--- config.mk ---
export PLATFORM = sky130hd
export DESIGN_NAME = modular_square_root_top
export DESIGN_NICKNAME = d
export VERILOG_FILES = /design/src/rtl/msr_pkg.sv /design/src/rtl/msr_mulmod.sv /design/src/rtl/msr_datapath.sv /design/src/rtl/msr_ctrl.sv /design/src/rtl/modular_square_root_top.sv
export SDC_FILE = /design/constraint.sdc
export NUM_CORES = 2
export LEC_CHECK = 0
export CORE_MARGIN = 4
export CORE_UTILIZATION = 45
export DETAILED_ROUTE_END_ITERATION = 8
export DONT_BUFFER_PORTS = 1
export MAX_ROUTING_LAYER = met4
export PLACE_DENSITY = 0.67
export SLEW_MARGIN = 15
export SYNTH_ARGS = -nofsm -noshare
export SYNTH_HDL_FRONTEND = slang
export SYNTH_HIERARCHICAL = 1
export SYNTH_SLANG_ARGS = --single-unit
--- constraint.sdc ---
create_clock -name i_clk -period 19 [get_ports i_clk]
set_input_delay 3.8 -clock i_clk [delete_from_list [all_inputs] [get_ports i_clk]]
set_output_delay 3.8 -clock i_clk [all_outputs]
set_load 0.05 [all_outputs]
--- src/rtl/msr_pkg.sv ---
// ----------------------------------------------------------------------------
// msr_pkg
// Shared types and constants for the modular square root block.
// ----------------------------------------------------------------------------
package msr_pkg;

    localparam int WORD_BITS = 32;
    localparam int CNT_BITS  = $clog2(WORD_BITS + 1);
    localparam int NQR_LIMIT = 1024;

    typedef logic [WORD_BITS-1:0] t_word;
    typedef logic [CNT_BITS-1:0]  t_cnt;

    typedef struct packed {
        t_word value;
        t_word prime;
    } t_in_item;

    typedef struct packed {
        t_word root;
        logic  status;
    } t_out_item;

    // Datapath commands issued by the controller
    typedef enum logic [5:0] {
        DP_NOP,
        DP_LOAD,
        DP_MUL_RED,
        DP_SET_A,
        DP_POW_EULER,
        DP_POW_NQR,
        DP_POW_C,
        DP_POW_T,
        DP_POW_R,
        DP_MUL_ACC,
        DP_MUL_BASE,
        DP_SET_ACC,
        DP_SET_BASE,
        DP_Q_INIT,
        DP_Q_SHIFT,
        DP_Z_INIT,
        DP_Z_INC,
        DP_SET_C,
        DP_SET_T,
        DP_SET_R,
        DP_TT_INIT,
        DP_MUL_BB,
        DP_TT_STEP,
        DP_B_INIT,
        DP_B_STEP,
        DP_SET_CSQ,
        DP_MUL_RB,
        DP_SET_RB,
        DP_MUL_TC,
        DP_SET_TC,
        DP_MUL_RR,
        DP_RES_ZERO,
        DP_RES_FAIL,
        DP_RES_LSB,
        DP_RES_ROOT
    } t_dp_op;

    // Datapath flags returned to the controller
    typedef struct packed {
        logic p_zero;
        logic p_one;
        logic p_two;
        logic p_even;
        logic a_zero;
        logic e_zero;
        logic e_odd;
        logic acc_one;
        logic acc_pm1;
        logic q_even;
        logic z_ok;
        logic t_one;
        logic tt_one;
        logic ord_lt_m;
        logic k_loop;
        logic sq_match;
        logic mm_done;
    } t_dp_sts;

    typedef enum logic [5:0] {
        S_IDLE,
        S_CHK,
        S_RED_W,
        S_A_CHK,
        S_POW,
        S_POW_WA,
        S_POW_SQ,
        S_POW_WB,
        S_EULER_D,
        S_Q_LOOP,
        S_NQR,
        S_NQR_D,
        S_C_D,
        S_T_START,
        S_T_D,
        S_R_START,
        S_R_D,
        S_LOOP,
        S_ORD,
        S_ORD_W,
        S_BLOOP,
        S_B_W,
        S_CSQ_W,
        S_RB,
        S_RB_W,
        S_TC,
        S_TC_W,
        S_FIN_W,
        S_OUT
    } t_state;

endpackage

--- src/rtl/msr_mulmod.sv ---
// ----------------------------------------------------------------------------
// msr_mulmod
// Bit-serial modular multiplier: x * y mod m, one bit of y per cycle,
// most significant first. Requires x < m; y may take any value.
// ----------------------------------------------------------------------------
module msr_mulmod (
    input  logic           i_clk,
    input  logic           i_rst_n,
    input  logic           i_start,
    input  msr_pkg::t_word i_x,
    input  msr_pkg::t_word i_y,
    input  msr_pkg::t_word i_mod,
    output logic           o_done,
    output msr_pkg::t_word o_res
);
    import msr_pkg::*;

    logic  r_busy;
    logic  r_done;
    t_cnt  r_cnt;
    t_word r_acc;
    t_word r_x;
    t_word r_y;
    t_word n_acc;

    // (x + y) mod m for x, y < m, without overflow
    function automatic t_word add_mod(input t_word x, input t_word y, input t_word m);
        t_word gap;
        gap = m - y;
        return (x >= gap) ? (x - gap) : (x + y);
    endfunction

    // Double the accumulator, then add x when the current bit is set
    always_comb begin
        n_acc = add_mod(r_acc, r_acc, i_mod);
        if (r_y[WORD_BITS-1]) begin
            n_acc = add_mod(n_acc, r_x, i_mod);
        end
    end

    // Sequence the bit steps
    always_ff @(posedge i_clk) begin
        if (!i_rst_n) begin
            r_busy <= 1'b0;
            r_done <= 1'b0;
            r_cnt  <= '0;
        end else begin
            r_done <= 1'b0;
            if (i_start) begin
                r_busy <= 1'b1;
                r_cnt  <= CNT_BITS'(WORD_BITS - 1);
            end else if (r_busy) begin
                r_cnt <= r_cnt - 1'b1;
                if (r_cnt == '0) begin
                    r_busy <= 1'b0;
                    r_done <= 1'b1;
                end
            end
        end
    end

    // Hold operands and accumulate
    always_ff @(posedge i_clk) begin
        if (i_start) begin
            r_acc <= '0;
            r_x   <= i_x;
            r_y   <= i_y;
        end else if (r_busy) begin
            r_acc <= n_acc;
            r_y   <= {r_y[WORD_BITS-2:0], 1'b0};
        end
    end

    assign o_done = r_done;
    assign o_res  = r_acc;

endmodule

--- src/rtl/msr_datapath.sv ---
// ----------------------------------------------------------------------------
// msr_datapath
// Working registers of the Tonelli-Shanks search and the shared modular
// multiplier, driven one command per cycle by the controller.
// ----------------------------------------------------------------------------
module msr_datapath (
    input  logic               i_clk,
    input  logic               i_rst_n,
    input  msr_pkg::t_dp_op    i_op,
    input  msr_pkg::t_in_item  i_in,
    output msr_pkg::t_dp_sts   o_sts,
    output msr_pkg::t_out_item o_res
);
    import msr_pkg::*;

    localparam int KW = CNT_BITS + 1;

    t_word r_a, r_p, r_q, r_z, r_c, r_t, r_r, r_b;
    t_word r_base, r_e, r_acc;
    t_cnt  r_s, r_m, r_ord, r_k;
    t_word r_root;
    logic  r_status;

    logic  mm_start;
    t_word mm_x, mm_y, mm_res;
    logic  mm_done;
    t_word half;

    assign half = r_p >> 1;

    // Select multiplier operands
    always_comb begin
        mm_start = 1'b1;
        mm_x     = r_b;
        mm_y     = r_b;
        unique case (i_op)
            DP_MUL_RED: begin
                mm_x = t_word'(1);
                mm_y = r_a;
            end
            DP_MUL_ACC: begin
                mm_x = r_acc;
                mm_y = r_base;
            end
            DP_MUL_BASE: begin
                mm_x = r_base;
                mm_y = r_base;
            end
            DP_MUL_BB: begin
                mm_x = r_b;
                mm_y = r_b;
            end
            DP_MUL_RB: begin
                mm_x = r_r;
                mm_y = r_b;
            end
            DP_MUL_TC: begin
                mm_x = r_t;
                mm_y = r_c;
            end
            DP_MUL_RR: begin
                mm_x = r_r;
                mm_y = r_r;
            end
            default: mm_start = 1'b0;
        endcase
    end

    msr_mulmod u_mulmod (
        .i_clk   (i_clk),
        .i_rst_n (i_rst_n),
        .i_start (mm_start),
        .i_x     (mm_x),
        .i_y     (mm_y),
        .i_mod   (r_p),
        .o_done  (mm_done),
        .o_res   (mm_res)
    );

    // Apply commands to the working registers
    always_ff @(posedge i_clk) begin
        unique case (i_op)
            DP_LOAD: begin
                r_a <= i_in.value;
                r_p <= i_in.prime;
            end
            DP_SET_A: r_a <= mm_res;
            DP_POW_EULER: begin
                r_base <= r_a;
                r_e    <= half;
                r_acc  <= t_word'(1);
            end
            DP_POW_NQR: begin
                r_base <= r_z;
                r_e    <= half;
                r_acc  <= t_word'(1);
            end
            DP_POW_C: begin
                r_base <= r_z;
                r_e    <= r_q;
                r_acc  <= t_word'(1);
            end
            DP_POW_T: begin
                r_base <= r_a;
                r_e    <= r_q;
                r_acc  <= t_word'(1);
            end
            DP_POW_R: begin
                // q is odd, so (q + 1) / 2 is q / 2 + 1
                r_base <= r_a;
                r_e    <= (r_q >> 1) + t_word'(1);
                r_acc  <= t_word'(1);
            end
            DP_SET_ACC: r_acc <= mm_res;
            DP_SET_BASE: begin
                r_base <= mm_res;
                r_e    <= r_e >> 1;
            end
            DP_Q_INIT: begin
                r_q <= r_p - t_word'(1);
                r_s <= '0;
            end
            DP_Q_SHIFT: begin
                r_q <= r_q >> 1;
                r_s <= r_s + 1'b1;
            end
            DP_Z_INIT: r_z <= t_word'(2);
            DP_Z_INC:  r_z <= r_z + t_word'(1);
            DP_SET_C:  r_c <= r_acc;
            DP_SET_T:  r_t <= r_acc;
            DP_SET_R: begin
                r_r <= r_acc;
                r_m <= r_s;
            end
            DP_TT_INIT: begin
                r_b   <= r_t;
                r_ord <= '0;
            end
            DP_TT_STEP: begin
                r_b   <= mm_res;
                r_ord <= r_ord + 1'b1;
            end
            DP_B_INIT: begin
                r_b <= r_c;
                r_k <= '0;
            end
            DP_B_STEP: begin
                r_b <= mm_res;
                r_k <= r_k + 1'b1;
            end
            DP_SET_CSQ: r_c <= mm_res;
            DP_SET_RB:  r_r <= mm_res;
            DP_SET_TC: begin
                r_t <= mm_res;
                r_m <= r_ord;
            end
            DP_RES_ZERO: begin
                r_root   <= '0;
                r_status <= 1'b0;
            end
            DP_RES_FAIL: begin
                r_root   <= '0;
                r_status <= 1'b1;
            end
            DP_RES_LSB: begin
                r_root   <= t_word'(r_a[0]);
                r_status <= 1'b0;
            end
            DP_RES_ROOT: begin
                r_root   <= r_r;
                r_status <= 1'b0;
            end
            default: ;
        endcase
    end

    // Report flags
    always_comb begin
        o_sts.p_zero   = (r_p == '0);
        o_sts.p_one    = (r_p == t_word'(1));
        o_sts.p_two    = (r_p == t_word'(2));
        o_sts.p_even   = ~r_p[0];
        o_sts.a_zero   = (r_a == '0);
        o_sts.e_zero   = (r_e == '0);
        o_sts.e_odd    = r_e[0];
        o_sts.acc_one  = (r_acc == t_word'(1));
        o_sts.acc_pm1  = (r_acc == (r_p - t_word'(1)));
        o_sts.q_even   = ~r_q[0];
        o_sts.z_ok     = (r_z < r_p) && (64'(r_z) <= 64'(NQR_LIMIT));
        o_sts.t_one    = (r_t == t_word'(1));
        o_sts.tt_one   = (r_b == t_word'(1));
        o_sts.ord_lt_m = (r_ord < r_m);
        o_sts.k_loop   = ((KW'(r_k) + KW'(1)) < (KW'(r_m) - KW'(r_ord)));
        o_sts.sq_match = (mm_res == r_a);
        o_sts.mm_done  = mm_done;
    end

    assign o_res.root   = r_root;
    assign o_res.status = r_status;

endmodule

--- src/rtl/msr_ctrl.sv ---
// ----------------------------------------------------------------------------
// msr_ctrl
// Sequencer for the modular square root: special cases, Euler test,
// non-residue search, exponentiations and the order-correction loop.
// ----------------------------------------------------------------------------
module msr_ctrl (
    input  logic             i_clk,
    input  logic             i_rst_n,
    input  logic             i_in_valid,
    output logic             o_in_ready,
    output logic             o_out_valid,
    input  logic             i_out_ready,
    input  msr_pkg::t_dp_sts i_sts,
    output msr_pkg::t_dp_op  o_op
);
    import msr_pkg::*;

    t_state r_state, n_state;
    t_state r_ret, n_ret;

    // State and return registers
    always_ff @(posedge i_clk) begin
        if (!i_rst_n) begin
            r_state <= S_IDLE;
            r_ret   <= S_IDLE;
        end else begin
            r_state <= n_state;
            r_ret   <= n_ret;
        end
    end

    // Next state and commands
    always_comb begin
        n_state     = r_state;
        n_ret       = r_ret;
        o_op        = DP_NOP;
        o_in_ready  = 1'b0;
        o_out_valid = 1'b0;
        unique case (r_state)
            S_IDLE: begin
                o_in_ready = 1'b1;
                if (i_in_valid) begin
                    o_op    = DP_LOAD;
                    n_state = S_CHK;
                end
            end
            S_CHK: begin
                if (i_sts.p_zero) begin
                    o_op    = DP_RES_FAIL;
                    n_state = S_OUT;
                end else if (i_sts.p_one) begin
                    o_op    = DP_RES_ZERO;
                    n_state = S_OUT;
                end else if (i_sts.p_two) begin
                    o_op    = DP_RES_LSB;
                    n_state = S_OUT;
                end else begin
                    o_op    = DP_MUL_RED;
                    n_state = S_RED_W;
                end
            end
            S_RED_W: begin
                if (i_sts.mm_done) begin
                    o_op    = DP_SET_A;
                    n_state = S_A_CHK;
                end
            end
            S_A_CHK: begin
                if (i_sts.a_zero) begin
                    o_op    = DP_RES_ZERO;
                    n_state = S_OUT;
                end else if (i_sts.p_even) begin
                    o_op    = DP_RES_FAIL;
                    n_state = S_OUT;
                end else begin
                    o_op    = DP_POW_EULER;
                    n_ret   = S_EULER_D;
                    n_state = S_POW;
                end
            end
            // Square-and-multiply, returning to r_ret
            S_POW: begin
                if (i_sts.e_zero) begin
                    n_state = r_ret;
                end else if (i_sts.e_odd) begin
                    o_op    = DP_MUL_ACC;
                    n_state = S_POW_WA;
                end else begin
                    o_op    = DP_MUL_BASE;
                    n_state = S_POW_WB;
                end
            end
            S_POW_WA: begin
                if (i_sts.mm_done) begin
                    o_op    = DP_SET_ACC;
                    n_state = S_POW_SQ;
                end
            end
            S_POW_SQ: begin
                o_op    = DP_MUL_BASE;
                n_state = S_POW_WB;
            end
            S_POW_WB: begin
                if (i_sts.mm_done) begin
                    o_op    = DP_SET_BASE;
                    n_state = S_POW;
                end
            end
            S_EULER_D: begin
                if (i_sts.acc_one) begin
                    o_op    = DP_Q_INIT;
                    n_state = S_Q_LOOP;
                end else begin
                    o_op    = DP_RES_FAIL;
                    n_state = S_OUT;
                end
            end
            S_Q_LOOP: begin
                if (i_sts.q_even) begin
                    o_op = DP_Q_SHIFT;
                end else begin
                    o_op    = DP_Z_INIT;
                    n_state = S_NQR;
                end
            end
            S_NQR: begin
                if (i_sts.z_ok) begin
                    o_op    = DP_POW_NQR;
                    n_ret   = S_NQR_D;
                    n_state = S_POW;
                end else begin
                    o_op    = DP_RES_FAIL;
                    n_state = S_OUT;
                end
            end
            S_NQR_D: begin
                if (i_sts.acc_pm1) begin
                    o_op    = DP_POW_C;
                    n_ret   = S_C_D;
                    n_state = S_POW;
                end else begin
                    o_op    = DP_Z_INC;
                    n_state = S_NQR;
                end
            end
            S_C_D: begin
                o_op    = DP_SET_C;
                n_state = S_T_START;
            end
            S_T_START: begin
                o_op    = DP_POW_T;
                n_ret   = S_T_D;
                n_state = S_POW;
            end
            S_T_D: begin
                o_op    = DP_SET_T;
                n_state = S_R_START;
            end
            S_R_START: begin
                o_op    = DP_POW_R;
                n_ret   = S_R_D;
                n_state = S_POW;
            end
            S_R_D: begin
                o_op    = DP_SET_R;
                n_state = S_LOOP;
            end
            S_LOOP: begin
                if (i_sts.t_one) begin
                    o_op    = DP_MUL_RR;
                    n_state = S_FIN_W;
                end else begin
                    o_op    = DP_TT_INIT;
                    n_state = S_ORD;
                end
            end
            // Find the order of t by repeated squaring
            S_ORD: begin
                if (i_sts.tt_one && i_sts.ord_lt_m) begin
                    o_op    = DP_B_INIT;
                    n_state = S_BLOOP;
                end else if (i_sts.ord_lt_m) begin
                    o_op    = DP_MUL_BB;
                    n_state = S_ORD_W;
                end else begin
                    o_op    = DP_RES_FAIL;
                    n_state = S_OUT;
                end
            end
            S_ORD_W: begin
                if (i_sts.mm_done) begin
                    o_op    = DP_TT_STEP;
                    n_state = S_ORD;
                end
            end
            S_BLOOP: begin
                o_op = DP_MUL_BB;
                if (i_sts.k_loop) begin
                    n_state = S_B_W;
                end else begin
                    n_state = S_CSQ_W;
                end
            end
            S_B_W: begin
                if (i_sts.mm_done) begin
                    o_op    = DP_B_STEP;
                    n_state = S_BLOOP;
                end
            end
            S_CSQ_W: begin
                if (i_sts.mm_done) begin
                    o_op    = DP_SET_CSQ;
                    n_state = S_RB;
                end
            end
            S_RB: begin
                o_op    = DP_MUL_RB;
                n_state = S_RB_W;
            end
            S_RB_W: begin
                if (i_sts.mm_done) begin
                    o_op    = DP_SET_RB;
                    n_state = S_TC;
                end
            end
            S_TC: begin
                o_op    = DP_MUL_TC;
                n_state = S_TC_W;
            end
            S_TC_W: begin
                if (i_sts.mm_done) begin
                    o_op    = DP_SET_TC;
                    n_state = S_LOOP;
                end
            end
            S_FIN_W: begin
                if (i_sts.mm_done) begin
                    o_op    = i_sts.sq_match ? DP_RES_ROOT : DP_RES_FAIL;
                    n_state = S_OUT;
                end
            end
            // Hold the result until the transaction completes
            S_OUT: begin
                o_out_valid = 1'b1;
                if (i_out_ready) begin
                    n_state = S_IDLE;
                end
            end
            default: n_state = S_IDLE;
        endcase
    end

endmodule

--- src/rtl/modular_square_root_top.sv ---
// Special moduli: the controller takes the input in S_IDLE, sets the result in S_CHK and
// presents it in S_OUT. Otherwise the time depends on the data: every modular product runs
// on the one shared bit-serial multiplier.
// Transactions: one at a time; the next is taken once the result leaves.
// Reset: synchronous, active low; returns the controller to idle, no result pending.
// ----------------------------------------------------------------------------
// modular_square_root_top
// Tonelli-Shanks modular square root with a controller and a shared
// modular-multiply datapath.
// ----------------------------------------------------------------------------
module modular_square_root_top (
    input  logic               i_clk,
    input  logic               i_rst_n,
    input  logic               i_in_valid,
    output logic               o_in_ready,
    input  msr_pkg::t_in_item  i_in_data,
    output logic               o_out_valid,
    input  logic               i_out_ready,
    output msr_pkg::t_out_item o_out_data
);
    import msr_pkg::*;

    t_dp_op  dp_op;
    t_dp_sts dp_sts;

    msr_ctrl u_ctrl (
        .i_clk       (i_clk),
        .i_rst_n     (i_rst_n),
        .i_in_valid  (i_in_valid),
        .o_in_ready  (o_in_ready),
        .o_out_valid (o_out_valid),
        .i_out_ready (i_out_ready),
        .i_sts       (dp_sts),
        .o_op        (dp_op)
    );

    msr_datapath u_datapath (
        .i_clk   (i_clk),
        .i_rst_n (i_rst_n),
        .i_op    (dp_op),
        .i_in    (i_in_data),
        .o_sts   (dp_sts),
        .o_res   (o_out_data)
    );

endmodule

==> metrics.md <==
| Metric | Value |
|---|---|
| Result of the run | finished clean |
| Hold path depth | 2 |
| Number of violations reported at the end of detailed-routing iteration 0 | 5385 |
| Total wire length after detailed routing | 145000 µm |
| Post-synthesis xor/xnor area fraction | 6.70% |
| Fraction of power spent switching nets | 50.4% |
| Number of vias per cell | 6.59 |
| Power per cell area | 222 nW/µm² |
| Final hold viol count | 0 |
| Number of buffers inserted to repair setup after CTS | 0 |
| Setup TNS Final | 0 ns |
| Max-cap violations | 0 |
| Post-route fraction of the period consumed by the critical path | 53.3% |
| Io pins | 103 |
| Routed wire length per instance | 28.1 µm |
| Static Leak | 0.0154 µW |
| Count of standard-cell rows | 106 |
| Most frequent cell on the critical path | sky130_fd_sc_hd__a21o_1 |
| Number of storage elements in the synthesis netlist | 523 |
| Final clock skew | 0.0594 ns |
| Wire length of the first global-routing pass | 209000 µm |
| Number of gates resized after CTS | 0 |
| CORE AREA | 83700 µm² |
| Category of the worst setup path launch point | register |
| Count of different cell masters after synthesis | 106 |
| Fmax | 98.7 MHz |
| Path type of the worst setup path | register to register |
| Worst reg-to-reg setup slack | 8.87 ns |
| Arrival time of the worst setup path | 10.67 ns |
| H-tree depth | 2 |
| Final Net Count | 4206 |
| Post-synthesis compound-gate area fraction | 18.6% |
| Mapped Nets | 4244 |
| Class of the tightest hold or removal check | register to register |
| Clock Power Share | 13.4% |
| Total Power | 9240 µW |
| CP max-delay cell | sky130_fd_sc_hd__o21ai_2 |
| Remaining max-slew budget at the tightest pin | 13.3% |
| Final worst path period need | 10.13 ns |
| CTS tree | done |
| Launch instance of the worst min-delay path | u_ctrl/r_ret[0]$_SDFFE_PN0P_ |
| Sequential fraction of the synthesis area | 40.0% |
| Transition at the pin with the smallest max-transition slack | 1.30 ns |
| Commonest register cell after synthesis | sky130_fd_sc_hd__edfxtp_1 |
| Critical path required time | 19.54 ns |
| FILL cells | 7712 |
| Post-route antenna net violation count | 0 |
| Syn-to-layout area delta | 9.47% |
| Clock insertion delay at the later pin of the skew report | 0.67 ns |
| Hold-fix buffers at CTS | 0 |
| Capture point of the worst reg-to-reg path | u_datapath/u_mulmod/o_res[23]$_SDFFE_PP0P_ |
| Number of enable-type register cells in the synthesized netlist | 473 |
| CP max stage delay | 0.81 ns |
| Buffers & Inverters on Critical Path | 3 |
| Sinks on Clock Net | 523 |
| Area enclosed by the die boundary | 89200 µm² |
| Cell family with most CP delay | compound AO/OA/AOI/OAI gates |
| Quantity of I/O buffers inserted on ports | 0 |
| Post-Syn Area | 38000 µm² |
| Combinational power share | 65.0% |
| Setup repair after global routing missed its margin | false |
| Start of the worst register-to-register path | u_datapath/u_mulmod/o_res[0]$_SDFFE_PP0P_ |
| Fraction of layout cells with a size suffix above 1 | 11.4% |
| VDD IR max | 0.000189 V |
| Yosys Warn Count | 6 |
| Detailed-routing iteration count for the pre-antenna-repair pass | 9 |
| Vias in the first global route | 30900 |
| Vias after detailed routing | 33900 |
| Share of synthesized area spent on multiplexers | 5.77% |
| Gr ovfl total | 0 |
| Synthesized area per cell | 9.57 µm² |
| Syn Inst Count | 3973 |
| Most common library cell in the layout ignoring fill and taps | sky130_fd_sc_hd__edfxtp_1 |
| Internal Dissipation | 4580 µW |
| Worst-case reg-to-reg path depth | 39 |
| Maximum fanout along the worst path | 31 |
| Simple logic cell fraction of the synthesized area | 17.6% |
| Combinational family with the most area after synthesis | compound AO/OA/AOI/OAI gates |
| Setup violators final | 0 |
| Asr flop ratio synth | 0% |
| Vertical extent of the die | 299 µm |
| Post-route DRC | 0 |
| DP Wirelength | 104000 µm |
| Largest net degree at the start of global routing | 52 |
| Clock Tree Buf Depth | 3 |
| Clock slew seen by the registers of the worst setup and hold paths | 0.07 ns |
| Adder-cell share of the synthesized area | 7.06% |
| Effective utilization at floorplan | 45.4% |
| Top library cells by usage in the layout, fill and taps aside | sky130_fd_sc_hd__edfxtp_1 (473), sky130_fd_sc_hd__nand2_1 (350), sky130_fd_sc_hd__nor2_1 (264), sky130_fd_sc_hd__a21oi_1 (238), sky130_fd_sc_hd__ha_1 (199) |
| Sort of element at the end of the critical path | register |
| P_sw | 4660 µW |
| Number of buffers created by CTS | 61 |
| Total GRT Usage | 32.0% |
| Number of max-slew violations in the final report | 0 |
| Endpoint, Worst Hold | u_ctrl/r_ret[0]$_SDFFE_PN0P_ |
| Initial antenna violation count | 19 |
| Chip Width | 299 µm |
| Portion of total power attributed to sequential cells | 21.6% |
| Master cell of the clock root buffer | sky130_fd_sc_hd__clkbuf_16 |
| Routability cong. | 1.01 |
[cell families (layout without fill, tap and decap cells)]
logic type / Yosys count / in the layout
AO/OA/AOI/OAI: 1020 / 1020
flip-flops: 523 / 523
XOR/XNOR: 289 / 289
adder cells (fa/ha/maj): 214 / 214
AND/OR/NAND/NOR: 1331 / 1331
multiplexers: 198 / 198
other: 0 / 19
buffers and inverters: 398 / 411
[cell usage after synthesis (16+ instances only)]
cell type	count	share of area, %
sky130_fd_sc_hd__a221oi_1	32	0.74
sky130_fd_sc_hd__mux2_2	169	5.0
sky130_fd_sc_hd__nor4_1	78	1.3
sky130_fd_sc_hd__o21a_1	21	0.41
sky130_fd_sc_hd__a21o_1	85	1.7
sky130_fd_sc_hd__a31oi_1	32	0.53
sky130_fd_sc_hd__nor3_1	70	0.92
sky130_fd_sc_hd__or2_2	17	0.28
sky130_fd_sc_hd__or3_1	21	0.35
sky130_fd_sc_hd__and3_1	39	0.64
sky130_fd_sc_hd__a22o_1	26	0.60
sky130_fd_sc_hd__o21ai_0	166	2.2
sky130_fd_sc_hd__nand2_1	350	3.5
sky130_fd_sc_hd__ha_1	199	6.6
sky130_fd_sc_hd__clkbuf_1	154	1.5
sky130_fd_sc_hd__xnor2_1	154	3.5
sky130_fd_sc_hd__nand2b_1	52	0.86
sky130_fd_sc_hd__nor2b_1	83	1.4
sky130_fd_sc_hd__o31ai_1	16	0.32
sky130_fd_sc_hd__edfxtp_1	473	37
sky130_fd_sc_hd__and2_1	84	1.4
sky130_fd_sc_hd__o211ai_1	23	0.45
sky130_fd_sc_hd__dfxtp_1	50	2.6
sky130_fd_sc_hd__nand3_1	122	1.6
sky130_fd_sc_hd__inv_1	192	1.9
sky130_fd_sc_hd__a211oi_1	22	0.43
sky130_fd_sc_hd__o21bai_1	20	0.39
sky130_fd_sc_hd__xor2_1	134	3.1
sky130_fd_sc_hd__nor2_1	280	2.8
sky130_fd_sc_hd__a21oi_1	239	3.1
sky130_fd_sc_hd__mux2i_1	29	0.76
sky130_fd_sc_hd__buf_1	20	0.20
sky130_fd_sc_hd__a222oi_1	29	0.76
sky130_fd_sc_hd__a221o_1	35	0.92
sky130_fd_sc_hd__a22oi_1	115	2.3
sky130_fd_sc_hd__o22ai_1	19	0.31
sky130_fd_sc_hd__nand4_1	59	0.97
[stage by stage]
step | setup slack [ns] | util (%) | instance area, µm² | hold slack, ns | std cells
after global routing | 8.20 | 49.7 | 41600 | 0.502 | 5138
after detailed placement | 9.15 | 47.2 | 39500 | 0.475 | 5006
after CTS | 9.07 | 49.7 | 41600 | 0.489 | 5120
after global placement | 9.30 | 47.2 | 39500 | 0.464 | 5006
final | 8.87 | 49.7 | 41600 | 0.490 | 5139
after floorplan | 10.71 | - | 38000 | 0.444 | 3973
[worst max path at each step]
stage / start / endpoint / slack, ns / cells past startpoint
finish: u_datapath/u_mulmod/o_res[0]$_SDFFE_PP0P_ / u_datapath/u_mulmod/o_res[23]$_SDFFE_PP0P_ / 8.87 / 39
global route: u_datapath/u_mulmod/o_res[1]$_SDFFE_PP0P_ / u_datapath/u_mulmod/o_res[27]$_SDFFE_PP0P_ / 8.20 / 39
CTS: u_datapath/u_mulmod/o_res[1]$_SDFFE_PP0P_ / u_datapath/u_mulmod/o_res[27]$_SDFFE_PP0P_ / 9.07 / 39
detailed placement: u_datapath/u_mulmod/o_res[1]$_SDFFE_PP0P_ / u_datapath/u_mulmod/o_res[23]$_SDFFE_PP0P_ / 9.15 / 39
global placement: u_datapath/u_mulmod/o_res[1]$_SDFFE_PP0P_ / u_datapath/u_mulmod/o_res[23]$_SDFFE_PP0P_ / 9.30 / 39
floorplan: u_datapath/u_mulmod/o_res[1]$_SDFFE_PP0P_ / u_datapath/u_mulmod/o_res[30]$_SDFFE_PP0P_ / 10.71 / 40
[power groups by stage]
stage	Combinational (µW)	Sequential, µW	Clock [µW]
after floorplan	4240	1850	0
after global placement	5810	1990	0
after detailed placement	5810	1990	0
after CTS	5840	1970	1250
after global routing	6470	2000	1300
final	6010	2000	1240
[worst register-to-register path: cells and delay by family, from the launching register on]
| family | cells | cell delay [ns] |
|---|---|---|
| buffers and inverters | 3 | 0.56 |
| adder cells (fa/ha/maj) | 4 | 1.35 |
| multiplexers | 2 | 0.83 |
| AND/OR/NAND/NOR | 8 | 1.73 |
| XOR/XNOR | 1 | 0.17 |
| AO/OA/AOI/OAI | 21 | 4.55 |
| flip-flops | 1 | 0.80 |
[layout make-up]
cell class                      count  area (µm²)  area share (%)
Multi-Input combinational cell   3052       21400            51.3
Sequential cell                   523       15200            36.5
Clock buffer                       71        1560            3.76
Clock inverter                     43         520            1.25
Tap cell                         1134        1420            3.41
Inverter                          193         724            1.74
Timing Repair Buffer              104         781            1.88
Antenna cell                       19        47.5           0.114
[metal layers]
layer,GRT usage (%),wire length [µm]
met4,16.4,8960
met2,46.2,61100
met5,-,0
met1,42.2,56200
met3,7.30,18300
No activity file was read; power rests on OpenSTA's default activity.
